### src/rtl/core/grnrc_pkg.sv
`timescale 1ns / 1ps
`default_nettype none
// ----------------------------------------------------------------------------
// grnrc_pkg
// Shared types and constants of the grid neighbour reference counter.
// ----------------------------------------------------------------------------
package grnrc_pkg;

    localparam int MAX_CELLS  = 4096;
    localparam int CELL_W     = $clog2(MAX_CELLS);
    localparam int AREA_W     = CELL_W + 1;
    localparam int CNT_W      = 16;
    localparam int DIM_W      = 7;
    localparam int COORD_W    = 6;
    localparam int GRID_LIMIT = 64;
    localparam int NB_COUNT   = 9;
    localparam int NB_IDX_W   = $clog2(NB_COUNT);
    localparam int DIV_STEP_W = $clog2(CELL_W);
    localparam int CFG_IDX_W  = 1;

    localparam logic [CFG_IDX_W-1:0] CFG_GRID_WIDTH  = 1'd0;
    localparam logic [CFG_IDX_W-1:0] CFG_GRID_HEIGHT = 1'd1;

    localparam logic [CNT_W-1:0] CNT_MAX = {CNT_W{1'b1}};

    // neighbour visit order: N, NE, E, SE, S, SW, W, NW, center
    localparam logic signed [1:0] NB_DX [NB_COUNT] =
        '{2'sd0, 2'sd1, 2'sd1, 2'sd1, 2'sd0, -2'sd1, -2'sd1, -2'sd1, 2'sd0};
    localparam logic signed [1:0] NB_DY [NB_COUNT] =
        '{-2'sd1, -2'sd1, 2'sd0, 2'sd1, 2'sd1, 2'sd1, 2'sd0, -2'sd1, 2'sd0};

    typedef enum logic [1:0] {
        ST_CLEAR,
        ST_IDLE,
        ST_DIV,
        ST_VISIT
    } state_t;

    // out-of-range dimension: 0 acts as 1, above the limit acts as the limit
    function automatic logic [DIM_W-1:0] clamp_dim(input logic [DIM_W-1:0] v);
        logic [DIM_W-1:0] r;
        r = v;
        if (v == '0)
        begin
            r = DIM_W'(1);
        end
        else if (v > DIM_W'(GRID_LIMIT))
        begin
            r = DIM_W'(GRID_LIMIT);
        end
        return r;
    endfunction

endpackage
`default_nettype wire

### src/rtl/core/grnrc_div.sv
`timescale 1ns / 1ps
`default_nettype none
// ----------------------------------------------------------------------------
// grnrc_div
// Restoring divider, one quotient bit per cycle: cell index -> row, column.
// ----------------------------------------------------------------------------
module grnrc_div (
    input  logic                         clk,
    input  logic                         rst_n,
    input  logic                         start,
    input  logic [grnrc_pkg::CELL_W-1:0] dividend,
    input  logic [grnrc_pkg::DIM_W-1:0]  divisor,
    output logic                         done,
    output logic [grnrc_pkg::CELL_W-1:0] quot,
    output logic [grnrc_pkg::DIM_W-1:0]  rem
);
    import grnrc_pkg::*;

    logic                  run_reg;
    logic                  done_reg;
    logic [DIV_STEP_W-1:0] step_reg;
    logic [CELL_W-1:0]     quot_reg;
    logic [DIM_W-1:0]      rem_reg;
    logic [DIM_W-1:0]      dvs_reg;

    logic [DIM_W:0]        trial;
    logic                  fits;
    logic [DIM_W:0]        diff;

    always_comb
    begin
        trial = {rem_reg, quot_reg[CELL_W-1]};
        fits  = trial >= {1'b0, dvs_reg};
        diff  = trial - {1'b0, dvs_reg};
    end

    always_ff @(posedge clk or negedge rst_n)
    begin
        if (!rst_n)
        begin
            run_reg  <= 1'b0;
            done_reg <= 1'b0;
            step_reg <= '0;
        end
        else
        begin
            done_reg <= 1'b0;
            if (start)
            begin
                run_reg  <= 1'b1;
                step_reg <= '0;
            end
            else if (run_reg)
            begin
                step_reg <= step_reg + 1'b1;
                if (step_reg == DIV_STEP_W'(CELL_W - 1))
                begin
                    run_reg  <= 1'b0;
                    done_reg <= 1'b1;
                end
            end
        end
    end

    // dividend shifts out at the top while quotient bits shift in
    always_ff @(posedge clk)
    begin
        if (start)
        begin
            quot_reg <= dividend;
            rem_reg  <= '0;
            dvs_reg  <= divisor;
        end
        else if (run_reg)
        begin
            quot_reg <= {quot_reg[CELL_W-2:0], fits};
            rem_reg  <= fits ? diff[DIM_W-1:0] : trial[DIM_W-1:0];
        end
    end

    assign done = done_reg;
    assign quot = quot_reg;
    assign rem  = rem_reg;

endmodule
`default_nettype wire

### config.mk
export PLATFORM = sky130hd
export DESIGN_NAME = grnrc_div
export DESIGN_NICKNAME = d
export VERILOG_FILES = /design/src/rtl/core/grnrc_pkg.sv /design/src/rtl/core/grnrc_div.sv
export SDC_FILE = /design/constraint.sdc
export NUM_CORES = 1
export LEC_CHECK = 0
export BUFFER_PORTS_ARGS = -buffer_cell sky130_fd_sc_hd__buf_2
export CORE_UTILIZATION = 33
export CTS_BUF_LIST = sky130_fd_sc_hd__clkbuf_8
export DETAILED_ROUTE_END_ITERATION = 8
export MAX_ROUTING_LAYER = met4
export SYNTH_ARGS = -nofsm -noshare
export SYNTH_HDL_FRONTEND = slang
export SYNTH_SLANG_ARGS = --single-unit
### constraint.sdc
create_clock -name clk -period 2.7 [get_ports clk]
set_input_delay 0.54 -clock clk [delete_from_list [all_inputs] [get_ports clk]]
set_output_delay 0.54 -clock clk [all_outputs]
set_load 0.01 [all_outputs]
==> qor.txt <==
Period utilisation layout - 85.0%
Arrival time at the worst endpoint - 2490 ps
Outcome - finished, final reports clean
Final-layout worst hold slack - 69.8 ps
Antenna cell count - 0
Y dimension of the die - 76.0 um
Cell area after layout - 0.00214 mm^2
Placeable core region - 0.00517 mm^2
Number of hold buffers added after CTS - 0
R2R Setup Slk - 410 ps
RR Startpoint - quot[11]$_DFFE_PP_
Via count of the first global-routing pass - 1278
Number of DRC markers in iteration 0 - 74
Fin. Hold Viols - 0
Power density over cell area - 744 mW/mm^2
Capturing element type of the critical path - flop
Max-cap violations - 0
Library cell with the largest summed area after synthesis - sky130_fd_sc_hd__edfxtp_1
Max stage delay cell, worst path - sky130_fd_sc_hd__fa_1
Layout Area Growth over Synthesis - 18.6%
Delay contributed by the slowest stage of the critical path - 410 ps
Share of post-route cells with drive strength above 1 - 35.3%
Distinct cell type count of the synthesized netlist - 45
Actual slew at the worst max-slew pin - 763 ps
Netlist area before placement - 0.00181 mm^2
Area after detailed placement - 0.00206 mm^2
Placement Setup Slack - 409 ps
List of most frequent post-synthesis cells - sky130_fd_sc_hd__edfxtp_1, sky130_fd_sc_hd__nor2_1, sky130_fd_sc_hd__inv_1, sky130_fd_sc_hd__mux2_2
Max Root-Sink Buffers - 2
Setup tns final - 0 ps
Top Family by Delay on Critical Path - compound AO/OA/AOI/OAI gates
Seq cells post-synth - 32
Number of clock sinks seen by CTS - 32
Commonest register cell after synthesis - sky130_fd_sc_hd__edfxtp_1
IR drop worst, VDD - 0.000318 V
Initial standard-cell utilization of the core - 34.9%
Share of flip-flops with an asynchronous set or reset - 18.8%
NumNets Final - 231
Die footprint - 0.00577 mm^2
Antenna violations before repair - 0
Setup repair after global routing missed its margin - false
Synthesis Warnings - 0
Via density per instance - 4.89
Highest fanout seen on the critical path - 9
Largest register FFs - 12
Startpoint-to-endpoint class of the critical path - flop to flop
Pre-Repair DR Iteration Count - 4
Fin Clk Skew - 11.6 ps
Total length of routed wires - 3.54 mm
CTS-repair resized insts - 0
Most common cell in the synthesized netlist - sky130_fd_sc_hd__edfxtp_1
Critical Path Start Type - flop
Total global routing overflow - 0
Global-route wire length before repair - 6.09 mm
Number of remaining DRC errors - 0
Routability cong. - 0.772
Cell Rows - 26
Max Fclk - 436 MHz
Level count of the clock H-tree - 2
Static Leakage - 0.923 nW
Clk Latency, worst-skew pair - 290 ps
R2R cell count - 7
Post-synthesis cell count - 159
Pin count of the biggest net entering global routing - 40
Sequential share of the synthesized area - 47.7%
Reg clk slew, reported paths - 70 ps
Final worst path period need - 2290 ps
Bufs and invs on worst path - 1
Total global-route track usage - 14.0%
Number of clock buffers inserted by TritonCTS - 5
Remaining max-slew budget at the tightest pin - 49.1%
Post-synthesis average cell area - 11.4 um^2
I/O pin cnt - 42
Detail Route Antenna Nets - 0
Clock tree from TritonCTS - done
Max-slew violation total from the final report - 0
Final setup violation count - 0
Final setup margin - 405 ps
CTS root buf - sky130_fd_sc_hd__clkbuf_8
Number of vias in the routed layout - 1325
Port buffer count - 41
Die X - 76.0 um
Total placed cells including tap cells - 263
Post-CTS setup-driven buffer insertion count - 0
Data required time at the worst endpoint - 2900 ps
Cell chain of the critical path - inv_1 > ha_1 > fa_1 > nand2b_1 > a211o_1 > and3_1 > a311oi_2
Synth Net Count - 190
EDFF count, synth - 19
Detailed placer's ending HPWL - 2.50 mm
Top cell type's share of synthesized area - 31.6%
Min-Delay Path Class - input pin to asynchronous set/reset pin
Wire length per cell - 13.1 um
Non-filler cells, final - 271
Cell types with the largest area share after synthesis - sky130_fd_sc_hd__edfxtp_1, sky130_fd_sc_hd__dfrtp_1, sky130_fd_sc_hd__dfxtp_1
Endpoint of the worst register-to-register path - rem[2]$_SDFFE_PP0P_
==> worst max path at each step <==
stage	from	slack, ps	cells past startpoint	endpoint
floorplan	quot[11]$_DFFE_PP_	470	9	rem[0]$_SDFFE_PP0P_
global placement	quot[11]$_DFFE_PP_	450	7	rem[0]$_SDFFE_PP0P_
detailed placement	quot[11]$_DFFE_PP_	410	7	rem[2]$_SDFFE_PP0P_
CTS	quot[11]$_DFFE_PP_	380	7	rem[2]$_SDFFE_PP0P_
global route	quot[11]$_DFFE_PP_	220	7	rem[2]$_SDFFE_PP0P_
finish	quot[11]$_DFFE_PP_	410	7	rem[2]$_SDFFE_PP0P_
==> stage by stage <==
stage               util [%]  total power [mW]
floorplan                  -              1.09
CTS                     41.4              1.62
detailed placement      39.8              1.25
finish                  41.4              1.59
global route            41.4              1.72
global placement        39.8              1.25
==> cells by family after synthesis <==
| family | share of synthesized area [%] |
|---|---|
| AND/OR/NAND/NOR | 15.5 |
| flip-flops | 47.7 |
| AO/OA/AOI/OAI | 14.1 |
| buffers and inverters | 5.27 |
| multiplexers | 7.97 |
| adder cells (fa/ha/maj) | 6.65 |
| XOR/XNOR | 2.91 |
==> cell type report <==
class	instances	area (um^2)
clock inverter	3	13.8
fill	514	3030
inverter	11	41.3
timing repair buffer	43	220
sequential	32	861
multi-input combinational	107	850
tap	70	87.6
clock buffer	5	68.8
==> layout by cell type (no fill, tap or decap), types with 3 or more instances in the layout <==
cell type                  Yosys  layout
sky130_fd_sc_hd__buf_2         1      41
sky130_fd_sc_hd__edfxtp_1     19      19
sky130_fd_sc_hd__nor2_1       15      15
sky130_fd_sc_hd__inv_1        11      11
sky130_fd_sc_hd__mux2_2       11      11
sky130_fd_sc_hd__nand2_1       8       8
sky130_fd_sc_hd__ha_1          8       8
sky130_fd_sc_hd__dfxtp_1       7       7
sky130_fd_sc_hd__nand2b_1      6       6
sky130_fd_sc_hd__dfrtp_1       6       6
sky130_fd_sc_hd__nor3b_1       5       5
sky130_fd_sc_hd__clkbuf_8      0       5
sky130_fd_sc_hd__a21o_1        4       4
sky130_fd_sc_hd__nand3b_1      4       4
sky130_fd_sc_hd__a41oi_1       4       4
sky130_fd_sc_hd__nand4_1       3       3
sky130_fd_sc_hd__xor2_1        3       3
sky130_fd_sc_hd__xnor2_1       3       3
sky130_fd_sc_hd__a211oi_1      3       3
==> metal layers <==
layer	global-route usage [%]	up-vias	part of all wire [%]
met3	4.34	7	5.1
met1	17.7	620	49
met2	21.0	38	45
met5	-	-	0
met4	5.19	0	1.2
li1	-	660	-
==> report_power, final <==
part | total (mW) | switching [mW] | internal (mW)
Sequential | 0.656 | 0.0576 | 0.598
Combinational | 0.579 | 0.311 | 0.268
Clock | 0.359 | 0.184 | 0.175
No activity file was read; power rests on OpenSTA's default activity.
